### src/rtl/b64url_pkg.sv
// shared types, constants and the character map of the base64url encoder
package b64url_pkg;

   localparam int unsigned QUEUE_DEPTH_DEFAULT = 2;

   localparam int unsigned BYTE_W   = 8;
   localparam int unsigned SEXTET_W = 6;
   localparam int unsigned GROUP_CHARS = 4;
   localparam int unsigned CHAR_IDX_W  = $clog2(GROUP_CHARS);

   // index of the final character of a group
   localparam logic [CHAR_IDX_W-1:0] LAST_IDX_ONE_BYTE   = 2'd1;
   localparam logic [CHAR_IDX_W-1:0] LAST_IDX_TWO_BYTES  = 2'd2;
   localparam logic [CHAR_IDX_W-1:0] LAST_IDX_FULL_GROUP = 2'd3;

   // holding store fill levels
   localparam logic [1:0] HELD_NONE = 2'd0;
   localparam logic [1:0] HELD_ONE  = 2'd1;
   localparam logic [1:0] HELD_TWO  = 2'd2;

   // alphabet bounds and characters
   localparam logic [SEXTET_W-1:0] SEXTET_LOWER = 6'd26;
   localparam logic [SEXTET_W-1:0] SEXTET_DIGIT = 6'd52;
   localparam logic [SEXTET_W-1:0] SEXTET_DASH  = 6'd62;
   localparam logic [BYTE_W-1:0]   ASCII_UPPER_A = 8'h41;
   localparam logic [BYTE_W-1:0]   ASCII_LOWER_A = 8'h61;
   localparam logic [BYTE_W-1:0]   ASCII_ZERO    = 8'h30;
   localparam logic [BYTE_W-1:0]   ASCII_DASH    = 8'h2d;
   localparam logic [BYTE_W-1:0]   ASCII_UNDER   = 8'h5f;

   // one group handed from front to back
   typedef struct packed {
      logic [GROUP_CHARS-1:0][SEXTET_W-1:0] sextets;
      logic [CHAR_IDX_W-1:0]                last_idx;
      logic                                 eom;
   } group_type;

   localparam int unsigned GROUP_W = $bits(group_type);

   function automatic logic [BYTE_W-1:0] sextet_to_char(input logic [SEXTET_W-1:0] s);
      logic [BYTE_W-1:0] c;
      c = ASCII_UNDER;
      if (s < SEXTET_LOWER) begin
         c = ASCII_UPPER_A + BYTE_W'(s);
      end else if (s < SEXTET_DIGIT) begin
         c = ASCII_LOWER_A + BYTE_W'(s - SEXTET_LOWER);
      end else if (s < SEXTET_DASH) begin
         c = ASCII_ZERO + BYTE_W'(s - SEXTET_DIGIT);
      end else if (s == SEXTET_DASH) begin
         c = ASCII_DASH;
      end
      return c;
   endfunction

endpackage

### src/rtl/b64url_front.sv
// front end: takes bytes, holds a partial group and splits finished groups into sextets
module b64url_front (
   input  logic                     clock,
   input  logic                     reset,
   input  logic                     req_tvalid,
   output logic                     req_tready,
   input  logic [7:0]               req_tdata,
   input  logic                     req_tlast,
   input  logic                     q_full,
   output logic                     q_push,
   output b64url_pkg::group_type    q_wdata
);
   import b64url_pkg::*;

   logic [1:0]        held_ff, held_in;
   logic [BYTE_W-1:0] pend0_ff, pend0_in;
   logic [BYTE_W-1:0] pend1_ff, pend1_in;
   logic              accept;
   logic [BYTE_W-1:0] b0, b1, b2;

   assign req_tready = !q_full;
   assign accept     = req_tvalid && req_tready;
   assign q_push     = accept && (req_tlast || (held_ff == HELD_TWO));

   // assemble the group, missing bytes count as zero
   always_comb begin
      b0 = req_tdata;
      b1 = '0;
      b2 = '0;
      q_wdata.last_idx = LAST_IDX_ONE_BYTE;
      unique case (held_ff)
         HELD_TWO: begin
            b0 = pend0_ff;
            b1 = pend1_ff;
            b2 = req_tdata;
            q_wdata.last_idx = LAST_IDX_FULL_GROUP;
         end
         HELD_ONE: begin
            b0 = pend0_ff;
            b1 = req_tdata;
            q_wdata.last_idx = LAST_IDX_TWO_BYTES;
         end
         default: begin
            b0 = req_tdata;
         end
      endcase
      q_wdata.eom        = req_tlast;
      q_wdata.sextets[0] = b0[7:2];
      q_wdata.sextets[1] = {b0[1:0], b1[7:4]};
      q_wdata.sextets[2] = {b1[3:0], b2[7:6]};
      q_wdata.sextets[3] = b2[5:0];
   end

   always_comb begin
      held_in  = held_ff;
      pend0_in = pend0_ff;
      pend1_in = pend1_ff;
      if (accept) begin
         if (q_push) begin
            held_in = HELD_NONE;
         end else begin
            held_in = held_ff + 2'd1;
            if (held_ff == HELD_NONE) begin
               pend0_in = req_tdata;
            end else begin
               pend1_in = req_tdata;
            end
         end
      end
   end

   always_ff @(posedge clock) begin
      if (reset) begin
         held_ff <= HELD_NONE;
      end else begin
         held_ff <= held_in;
      end
      pend0_ff <= pend0_in;
      pend1_ff <= pend1_in;
   end

endmodule

### src/rtl/b64url_queue.sv
// small first-in first-out queue of groups between front and back
module b64url_queue #(
   parameter int unsigned DEPTH = b64url_pkg::QUEUE_DEPTH_DEFAULT
) (
   input  logic                  clock,
   input  logic                  reset,
   input  logic                  push,
   input  b64url_pkg::group_type wdata,
   output logic                  full,
   input  logic                  pop,
   output logic                  not_empty,
   output b64url_pkg::group_type rdata
);
   import b64url_pkg::*;

   localparam int unsigned PTR_W = (DEPTH > 1) ? $clog2(DEPTH) : 1;
   localparam int unsigned CNT_W = $clog2(DEPTH + 1);
   localparam logic [PTR_W-1:0] PTR_LAST = PTR_W'(DEPTH - 1);
   localparam logic [CNT_W-1:0] CNT_FULL = CNT_W'(DEPTH);

   group_type        slots_ff [DEPTH];
   logic [PTR_W-1:0] wr_ptr_ff, wr_ptr_in;
   logic [PTR_W-1:0] rd_ptr_ff, rd_ptr_in;
   logic [CNT_W-1:0] count_ff, count_in;

   assign full      = (count_ff == CNT_FULL);
   assign not_empty = (count_ff != '0);
   assign rdata     = slots_ff[rd_ptr_ff];

   always_comb begin
      wr_ptr_in = wr_ptr_ff;
      rd_ptr_in = rd_ptr_ff;
      count_in  = count_ff;
      if (push) begin
         wr_ptr_in = (wr_ptr_ff == PTR_LAST) ? '0 : wr_ptr_ff + PTR_W'(1);
      end
      if (pop) begin
         rd_ptr_in = (rd_ptr_ff == PTR_LAST) ? '0 : rd_ptr_ff + PTR_W'(1);
      end
      if (push && !pop) begin
         count_in = count_ff + CNT_W'(1);
      end else if (pop && !push) begin
         count_in = count_ff - CNT_W'(1);
      end
   end

   always_ff @(posedge clock) begin
      if (reset) begin
         wr_ptr_ff <= '0;
         rd_ptr_ff <= '0;
         count_ff  <= '0;
      end else begin
         wr_ptr_ff <= wr_ptr_in;
         rd_ptr_ff <= rd_ptr_in;
         count_ff  <= count_in;
      end
      if (push) begin
         slots_ff[wr_ptr_ff] <= wdata;
      end
   end

endmodule

### src/rtl/b64url_back.sv
// back end: head group to output register, one character per cycle unless stalled
module b64url_back (
   input  logic                  clock,
   input  logic                  reset,
   input  logic                  q_not_empty,
   input  b64url_pkg::group_type q_rdata,
   output logic                  q_pop,
   output logic                  rsp_tvalid,
   input  logic                  rsp_tready,
   output logic [7:0]            rsp_tdata,
   output logic                  rsp_tlast
);
   import b64url_pkg::*;

   logic [CHAR_IDX_W-1:0] idx_ff, idx_in;
   logic                  valid_ff, valid_in;
   logic [BYTE_W-1:0]     char_ff, char_in;
   logic                  last_ff, last_in;
   logic                  advance;
   logic                  at_last;

   assign advance = q_not_empty && (!valid_ff || rsp_tready);
   assign at_last = (idx_ff == q_rdata.last_idx);
   assign q_pop   = advance && at_last;

   always_comb begin
      idx_in   = idx_ff;
      valid_in = valid_ff;
      char_in  = char_ff;
      last_in  = last_ff;
      if (advance) begin
         valid_in = 1'b1;
         char_in  = sextet_to_char(q_rdata.sextets[idx_ff]);
         last_in  = q_rdata.eom && at_last;
         idx_in   = at_last ? '0 : idx_ff + CHAR_IDX_W'(1);
      end else if (rsp_tready) begin
         valid_in = 1'b0;
      end
   end

   always_ff @(posedge clock) begin
      if (reset) begin
         idx_ff   <= '0;
         valid_ff <= 1'b0;
      end else begin
         idx_ff   <= idx_in;
         valid_ff <= valid_in;
      end
      char_ff <= char_in;
      last_ff <= last_in;
   end

   assign rsp_tvalid = valid_ff;
   assign rsp_tdata  = char_ff;
   assign rsp_tlast  = last_ff;

`ifndef ASSERT_OFF
   // the character walk never passes the end of the head group
   a_idx_in_group: assert property (@(posedge clock) disable iff (reset)
      q_not_empty |-> (idx_ff <= q_rdata.last_idx))
      else $error("character index beyond group end");

   // a group leaves the queue only together with its final character
   a_pop_sets_last: assert property (@(posedge clock) disable iff (reset)
      q_pop |=> (rsp_tvalid && (idx_ff == '0)))
      else $error("group popped without emitting its final character");

   // a flagged character always closes a group
   a_last_restarts: assert property (@(posedge clock) disable iff (reset)
      (advance && q_rdata.eom && at_last) |=> (rsp_tlast && (idx_ff == '0)))
      else $error("message end not on a group boundary");
`endif

endmodule

### src/rtl/base64url_stream_encoder.sv
// top level of the unpadded base64url stream encoder
//
//  port group  dir  tdata             tlast           role
//  req_*       in   data_byte[7:0]    end_of_message  raw message bytes
//  rsp_*       out  char_code[7:0]    last_char       base64url characters
//
// a byte is taken every cycle while the group queue has room, and the group
// it completes enters the queue at that edge; from the queue its first
// character is loaded into the output register. one character leaves per cycle
// from it while rsp_tready is high and a group is waiting, four per three bytes.
// reset clears the holding count, the queue pointers and the output valid.
// a stalled rsp side fills the queue, then req_tready drops for every byte.
module base64url_stream_encoder #(
   parameter int unsigned QUEUE_DEPTH = b64url_pkg::QUEUE_DEPTH_DEFAULT
) (
   input  logic       clock,
   input  logic       reset,
   input  logic       req_tvalid,
   output logic       req_tready,
   input  logic [7:0] req_tdata,   // [7:0] data_byte
   input  logic       req_tlast,   // end_of_message
   output logic       rsp_tvalid,
   input  logic       rsp_tready,
   output logic [7:0] rsp_tdata,   // [7:0] char_code
   output logic       rsp_tlast    // last_char
);
   import b64url_pkg::*;

   // queue link between front and back
   group_type q_wdata;
   group_type q_rdata;
   logic      q_push;
   logic      q_pop;
   logic      q_full;
   logic      q_not_empty;

   // front: holding store and group split
   b64url_front u_front (
      .clock      (clock),
      .reset      (reset),
      .req_tvalid (req_tvalid),
      .req_tready (req_tready),
      .req_tdata  (req_tdata),
      .req_tlast  (req_tlast),
      .q_full     (q_full),
      .q_push     (q_push),
      .q_wdata    (q_wdata)
   );

   // decoupling queue of whole groups
   b64url_queue #(
      .DEPTH (QUEUE_DEPTH)
   ) u_queue (
      .clock     (clock),
      .reset     (reset),
      .push      (q_push),
      .wdata     (q_wdata),
      .full      (q_full),
      .pop       (q_pop),
      .not_empty (q_not_empty),
      .rdata     (q_rdata)
   );

   // back: character serializer with registered output
   b64url_back u_back (
      .clock       (clock),
      .reset       (reset),
      .q_not_empty (q_not_empty),
      .q_rdata     (q_rdata),
      .q_pop       (q_pop),
      .rsp_tvalid  (rsp_tvalid),
      .rsp_tready  (rsp_tready),
      .rsp_tdata   (rsp_tdata),
      .rsp_tlast   (rsp_tlast)
   );

endmodule

### config.mk
export PLATFORM = sky130hd
export DESIGN_NAME = base64url_stream_encoder
export DESIGN_NICKNAME = d
export VERILOG_FILES = /design/src/rtl/b64url_pkg.sv /design/src/rtl/b64url_front.sv /design/src/rtl/b64url_queue.sv /design/src/rtl/b64url_back.sv /design/src/rtl/base64url_stream_encoder.sv
export SDC_FILE = /design/constraint.sdc
export NUM_CORES = 1
export LEC_CHECK = 0
export BUFFER_PORTS_ARGS = -buffer_cell sky130_fd_sc_hd__buf_2
export CAP_MARGIN = 10
export CORE_ASPECT_RATIO = 1.2
export CORE_MARGIN = 5
export CORE_UTILIZATION = 61
export DETAILED_ROUTE_END_ITERATION = 8
export HOLD_SLACK_MARGIN = 0.15
export PLACE_DENSITY = 0.8
export RECOVER_POWER = 25
export SYNTH_ARGS = -nofsm -noshare
export SYNTH_HDL_FRONTEND = slang
export SYNTH_SLANG_ARGS = --single-unit
### constraint.sdc
create_clock -name clock -period 6.4 [get_ports clock]
set_input_delay 0.32 -clock clock [delete_from_list [all_inputs] [get_ports clock]]
set_output_delay 0.32 -clock clock [all_outputs]
set_load 0.01 [all_outputs]
==> flow_summary.yaml, run 1 <==
status:
  status: "finished, final reports clean"
clocking:
  post_cts_buffers: 0
  cts_resized: 0
  clk_pin_slew_ps: 90
  cts_buffers: 9
  clock-sinks: 89
  holdBufCountCts: 0
  cts_tree: "done"
  clockRootBuffer: "clkbuf_8"
  clockBufferDepth: 2
  h-tree-depth: 3
  worstSkewPairLatency_ps: 350
finish:
  final_common_cell: "edfxtp_1"
  multi_input_area_um2: 1520
  fin_cells: 420
  fin_nets: 354
  antenna_cells: 0
  drive_above_1_share_pct: 14.1
  fillers: 473
  area_growth_pct: 9.10
  seq_area_um2: 2570
  final_cell_mix: "edfxtp_1, mux2i_1, clkbuf_1, nor2_1"
sta:
  relSlewSlack_pct: 52.3
  drv_slew: 0
  finalCriticalPeriod_ps: 3600
  hold_viol_final: 0
  fin_crit_sh_pct: 56.3
  fmax_ghz: 0.278
  setup_viol: 0
  finalSetupTns_ps: 0
  rsz0062_at_grt: "false"
  setup_ws_ps: 2800
  worst_slew_pin_slew_ps: 696
  fin_skew_ps: 9.92
global_routing:
  grtUsageTotal_pct: 18.5
  grt_remaining_overflow: 0
  grt_antenna_before_repair: 0
  grt_max_degree: 28
  grt_pass1_vias: 2561
  grt_pass1_wl_um: 12200
hold_path:
  hp-class: "primary input to flop"
  hold_depth: 3
  worstHoldEndpoint: "u_back.rsp_tvalid"
  min-delay-start: "rsp_tready"
route:
  top_layer: "met4"
  dr_wl_met2_um: 3870
  first_pass_iters: 5
  drtIter0Drc: 190
  ant_nets: 0
  wl_per_cell_um: 17.7
  avgViaCountPerCell: 5.98
  routed-wl-met3_um: 378
  drcViolationCount: 0
  vias: 2513
  wirelength_um: 7450
  wirelength_met1_um: 3070
pwr:
  p_clk_share_pct: 20.8
  intPower_uw: 1370
  ir_drop_mv: 0.253
  p_sw_share_pct: 36.0
  power_frac_comb_pct: 40.3
  finalPower_uw: 2130
  switching_power_uw: 767
  leakage_uw: 0.00152
  power_frac_seq_pct: 38.9
  powerDensity_nw_per_um2: 465
critical_path:
  r2r-start: "u_back.idx_ff[0]"
  r2r_end: "u_back.rsp_tdata[3]"
  worstPathMaxFanout: 17
  crit_slowest_cell: "dfxtp_1"
  end_kind: "flop"
  max_stage_delay_ps: 730
  critPathLaunchType: "flop"
  r2r_cells: 8
  critical_path_required_ps: 6510
  crit_chain: "mux2_2, mux2i_1, inv_1, ha_1, or4_4, nand2_4, o22ai_1, a221o_1"
  reg2reg_setup_slack_ps: 2800
  crit_arrival_ps: 3710
  crit_type: "flop to flop"
floorplan:
  die-area_um2: 8660
  die_w_um: 85.8
  num_io_pins: 24
  start_util_pct: 62.1
  fp.dieH_um: 101
  num_rows: 33
  core_area_um2: 6770
yosys:
  syn_inst: 303
  netlist_area_um2: 4210
  synthFlopType: "edfxtp_1"
  ys_seq_elements: 89
  synth-seq-area-share_pct: 61.2
  async_reset_ff_share_pct: 0
  yosys_warnings: 0
  synth_nets: 329
  syn_avg_cell_area_um2: 13.9
  synthDistinctLibCells: 52
  synth_edf_count: 79
placement:
  port_buffers: 23
  gp_congestion: 0.954
  placedCellCount: 404
  dpl.hpwl_um: 5130
  dp_worst_setup_slack_ps: 2890
flow_run:
  max-cap-violations: 0
worst max-delay path, delay by kind of cell (launching register included):
| family | cells | cell delay [ps] |
|---|---|---|
| multiplexers | 2 | 970 |
| flip-flops | 1 | 730 |
| AND/OR/NAND/NOR | 2 | 720 |
| AO/OA/AOI/OAI | 2 | 430 |
| adder cells (fa/ha/maj) | 1 | 310 |
| buffers and inverters | 1 | 180 |
cells by family after synthesis:
family,synth area share (%)
flops,61.2
simple gates,11.6
compound gates,7.26
mux,11.1
buf+inv,2.86
fa+ha+maj,3.87
xor+xnor,2.08
state kept, by name, summed over array words and instances, names as in the netlist, named ones only:
name / flops
u_front.pend0_ff: 8
u_back.rsp_tlast: 1
u_back.rsp_tdata: 8
u_queue.rd_ptr_ff: 1
u_back.rsp_tvalid: 1
u_back.idx_ff: 2
u_queue.wr_ptr_ff: 1
u_front.held_ff: 2
u_front.pend1_ff: 8
u_queue.slots_ff: 54
u_queue.count_ff: 2
Yosys cell counts, drive strengths merged, types with 2 or more instances:
cell type | number | area [um2]
a31oi | 3 | 18.8
o21ai | 10 | 50.0
xnor2 | 7 | 61.3
nand2 | 11 | 48.8
and2 | 11 | 68.8
mux2 | 10 | 113
nand2b | 5 | 31.3
xor2 | 3 | 26.3
mux2i | 24 | 265
inv | 9 | 33.8
dfxtp | 10 | 200
ha | 13 | 163
edfxtp | 79 | 2370
nand3 | 13 | 65.1
nor4 | 2 | 12.5
mux4 | 4 | 90.1
nor2 | 14 | 52.6
nor3 | 10 | 50.1
a22oi | 12 | 90.1
clkbuf | 7 | 26.3
buf | 6 | 60.1
nor2b | 10 | 62.6
a21oi | 5 | 25.0
a22o | 2 | 17.5
and4 | 2 | 17.5
per-layer routing:
layer	GRT usage, %	vias to the layer above
li1	-	1203
met1	21.7	1219
met2	31.6	80
met3	4.74	11
met4	8.77	0
met5	0	-
power groups by stage:
stage	clock [uW]	combinational, uW	sequential (uW)
final	442	860	830
after global routing	484	943	840
after floorplan	0	680	839
after global placement	0	839	836
after detailed placement	0	854	842
after CTS	452	863	830
stage by stage:
step / utilization, % / cell area [um2] / hold slack (ps)
global placement: 64.7 / 4380 / 475
floorplan: - / 4210 / 419
detailed placement: 64.7 / 4380 / 491
global route: 67.8 / 4590 / 240
finish: 67.8 / 4590 / 243
CTS: 68.1 / 4610 / 166
final cells by class:
cell class,instances,share of cell area [%]
Sequential cell,89,56.1
Tap cell,87,2.37
Clock inverter,6,2.10
Timing Repair Buffer,27,2.65
Multi-Input combinational cell,192,33.1
Inverter,9,0.736
Clock buffer,10,3.00
how the worst max path moves through the flow:
| stage | from | end | slack, ps | depth (start not counted) |
|---|---|---|---|---|
| 2_1_floorplan | u_front.held_ff[0] | u_queue.slots_ff[0][0] | 3200 | 5 |
| 3_3_place_gp | flop | u_back.rsp_tdata[3] | 2990 | 10 |
| 3_5_place_dp | flop | u_back.rsp_tdata[3] | 2890 | 10 |
| 4_1_cts | flop | u_back.rsp_tdata[3] | 2820 | 10 |
| 5_1_grt | flop | u_back.rsp_tdata[3] | 2640 | 10 |
| 6_report | u_back.idx_ff[0] | u_back.rsp_tdata[3] | 2800 | 8 |
Power figures use the tool's default switching activity.
==> run 2, diff against run 1 <==
--- a/config.mk
+++ b/config.mk
@@ -9,10 +9,10 @@
 export CAP_MARGIN = 10
 export CORE_ASPECT_RATIO = 1.2
 export CORE_MARGIN = 5
-export CORE_UTILIZATION = 61
+export CORE_UTILIZATION = 55
 export DETAILED_ROUTE_END_ITERATION = 8
 export HOLD_SLACK_MARGIN = 0.15
-export PLACE_DENSITY = 0.8
+export PLACE_DENSITY = 0.76
 export RECOVER_POWER = 25
 export SYNTH_ARGS = -nofsm -noshare
 export SYNTH_HDL_FRONTEND = slang
==> constraint.sdc (replaced) <==
create_clock -name clock -period 3.23 [get_ports clock]
set_input_delay 0.1615 -clock clock [delete_from_list [all_inputs] [get_ports clock]]
set_output_delay 0.1615 -clock clock [all_outputs]
set_load 0.01 [all_outputs]
==> run 2 against run 1 <==
Compared with the run above: clock power up 52%; cell area up 2.3%; global-route usage down 1.2 points; sequential share of layout area down 1.2 points; worst setup slack worse by 2600 ps; worst hold slack better by 59 ps; critical path depth up 2; first-iteration DRC count up 22%; total power up 92%; combinational power up 110%; critical endpoint unchanged; largest cell class unchanged.
==> flow_summary.yaml, run 2 (same netlist as run 1, synthesis figures left out) <==
pwr:
  power_frac_comb_pct: 43.9
  p_sw_share_pct: 37.1
  leakage_uw: 0.00157
  switching_power_uw: 1520
  powerDensity_nw_per_um2: 873
  ir_drop_mv: 0.483
  intPower_uw: 2580
  power_frac_seq_pct: 39.8
  p_clk_share_pct: 16.4
global_routing:
  grt_max_degree: 28
  grt_pass1_vias: 2657
  grt_pass1_wl_um: 12900
  grt_antenna_before_repair: 0
  grtUsageTotal_pct: 17.3
  grt_remaining_overflow: 0
critical_path:
  reg2reg_setup_slack_ps: 190
  crit_chain: "buf_12, mux2i_1, mux2_2, mux2i_1, inv_1, ha_1, or4_4, nand2_4, o22ai_1, a221o_1"
  crit_slowest_cell: "or4_4"
  critPathLaunchType: "flop"
  r2r_cells: 10
  r2r_end: "u_back.rsp_tdata[3]"
  crit_buf_inv: 2
  crit_type: "flop to flop"
  crit_arrival_ps: 3150
  crit_family: "simple AND/OR/NAND/NOR gates"
  cpMostUsedCell: "mux2i_1"
  critical_path_required_ps: 3340
  worstPathMaxFanout: 23
  end_kind: "flop"
  max_stage_delay_ps: 570
sta:
  fin_skew_ps: 12.0
  fmax_ghz: 0.329
  worst_slew_pin_slew_ps: 664
  relSlewSlack_pct: 55.7
  finalCriticalPeriod_ps: 3040
  drv_slew: 0
  fin_crit_sh_pct: 94.0
  rsz0062_at_grt: "false"
  hold_viol_final: 0
  setup_viol: 0
  finalSetupTns_ps: 0
clocking:
  clock-sinks: 89
  cts_tree: "done"
  clockRootBuffer: "clkbuf_8"
  clockBufferDepth: 2
  h-tree-depth: 3
  clk_pin_slew_ps: 90
  worstSkewPairLatency_ps: 360
  cts_buffers: 9
placement:
  port_buffers: 23
  gp_congestion: 0.880
  dpl.hpwl_um: 5440
  placedCellCount: 413
floorplan:
  num_io_pins: 24
  fp.dieH_um: 106
  start_util_pct: 55.5
  core_area_um2: 7580
  die_w_um: 89.8
  die-area_um2: 9500
  num_rows: 35
status:
  status: "finished, final reports clean"
finish:
  fin_cells: 441
  seq_area_um2: 2570
  final_cell_mix: "edfxtp_1, mux2i_1, clkbuf_1, nor2_1"
  postLayoutCoreUtil_pct: 61.9
  area_growth_pct: 11.6
  multi_input_area_um2: 1520
  fin_nets: 370
  largest_reg_flops: 54
  antenna_cells: 0
  drive_above_1_share_pct: 13.8
  fillers: 585
  final_common_cell: "edfxtp_1"
  regMostFlops: "u_queue.slots_ff"
route:
  avgViaCountPerCell: 5.79
  wl_per_cell_um: 17.6
  vias: 2552
  wirelength_um: 7780
  ant_nets: 0
  first_pass_iters: 5
  drcViolationCount: 0
  drtIter0Drc: 232
hold_path:
  hold_depth: 4
  min-delay-start: "req_tvalid"
  worstHoldEndpoint: "u_front.held_ff[0]"
  hp-class: "primary input to flop"
flow_run:
  max-cap-violations: 0
-- run 2: changes by cell type in the layout (fill, tap and decap cells not counted), moves of 2 or more --
cell,change
and2_0,-3
clkbuf_1,+2
bufinv_16,-2
buf_4,+3
dlygate4sd3_1,+12
and2_1,+3
-- run 2: final cells by class --
| type | instances | share of cell area [%] |
|---|---|---|
| timing repair buffer | 43 | 6.03 |
| clock inverter | 6 | 0.907 |
| clock buffer | 10 | 2.72 |
| sequential | 89 | 54.8 |
| multi-input combinational | 192 | 32.3 |
| tap | 92 | 2.45 |
| inverter | 9 | 0.720 |
-- run 2: power by group through the flow --
stage	clock network [uW]	registers (uW)	logic, uW
2_1_floorplan	0	1660	1350
3_3_place_gp	0	1650	1750
3_5_place_dp	0	1660	1790
4_1_cts	693	1630	1820
5_1_grt	745	1650	1980
6_report	671	1630	1800
-- run 2: per-stage QoR --
step                      power, uW  hold WS (ps)  setup WS (ps)  area, um2
after floorplan                3010           260           30.9       4210
after global placement         3390           382            347       4430
after detailed placement       3440           391            284       4430
after CTS                      4140           292            209       4720
after global routing           4370           328           35.4       4690
final                          4100           301            193       4690
-- run 2: worst max path at each step --
stage	startpoint	endpoint	slack, ps	depth (start not counted)
detailed placement	flop	u_back.rsp_tdata[3]	280	10
floorplan	u_front.held_ff[0]	u_queue.slots_ff[0][0]	30	5
CTS	flop	u_back.rsp_tdata[3]	210	10
global placement	flop	u_back.rsp_tdata[5]	350	11
finish	flop	u_back.rsp_tdata[3]	190	10
global route	flop	u_back.rsp_tdata[5]	40	10
-- run 2: repair_timing --
action                    CTS  global route
hold buffers               12             0
hold endpoints to repair   28             0
buffers inserted            0             0
resized for setup           0             0
-- run 2: worst min-delay path, delay by kind of cell --
family        cells  cell delay, ps
buf+inv           1              80
xor+xnor          1             190
simple gates      2             190
-- run 2: layer usage --
layer  vias up  part of all wire, %  wire, um  GRT usage [%]
li1       1232                    -         -              -
met1      1231                   40      3150           19.9
met2        70                   52      4040           29.8
met3        19                  5.0       386           4.71
met4         0                  2.6       202           8.21
met5         -                    0         0              0
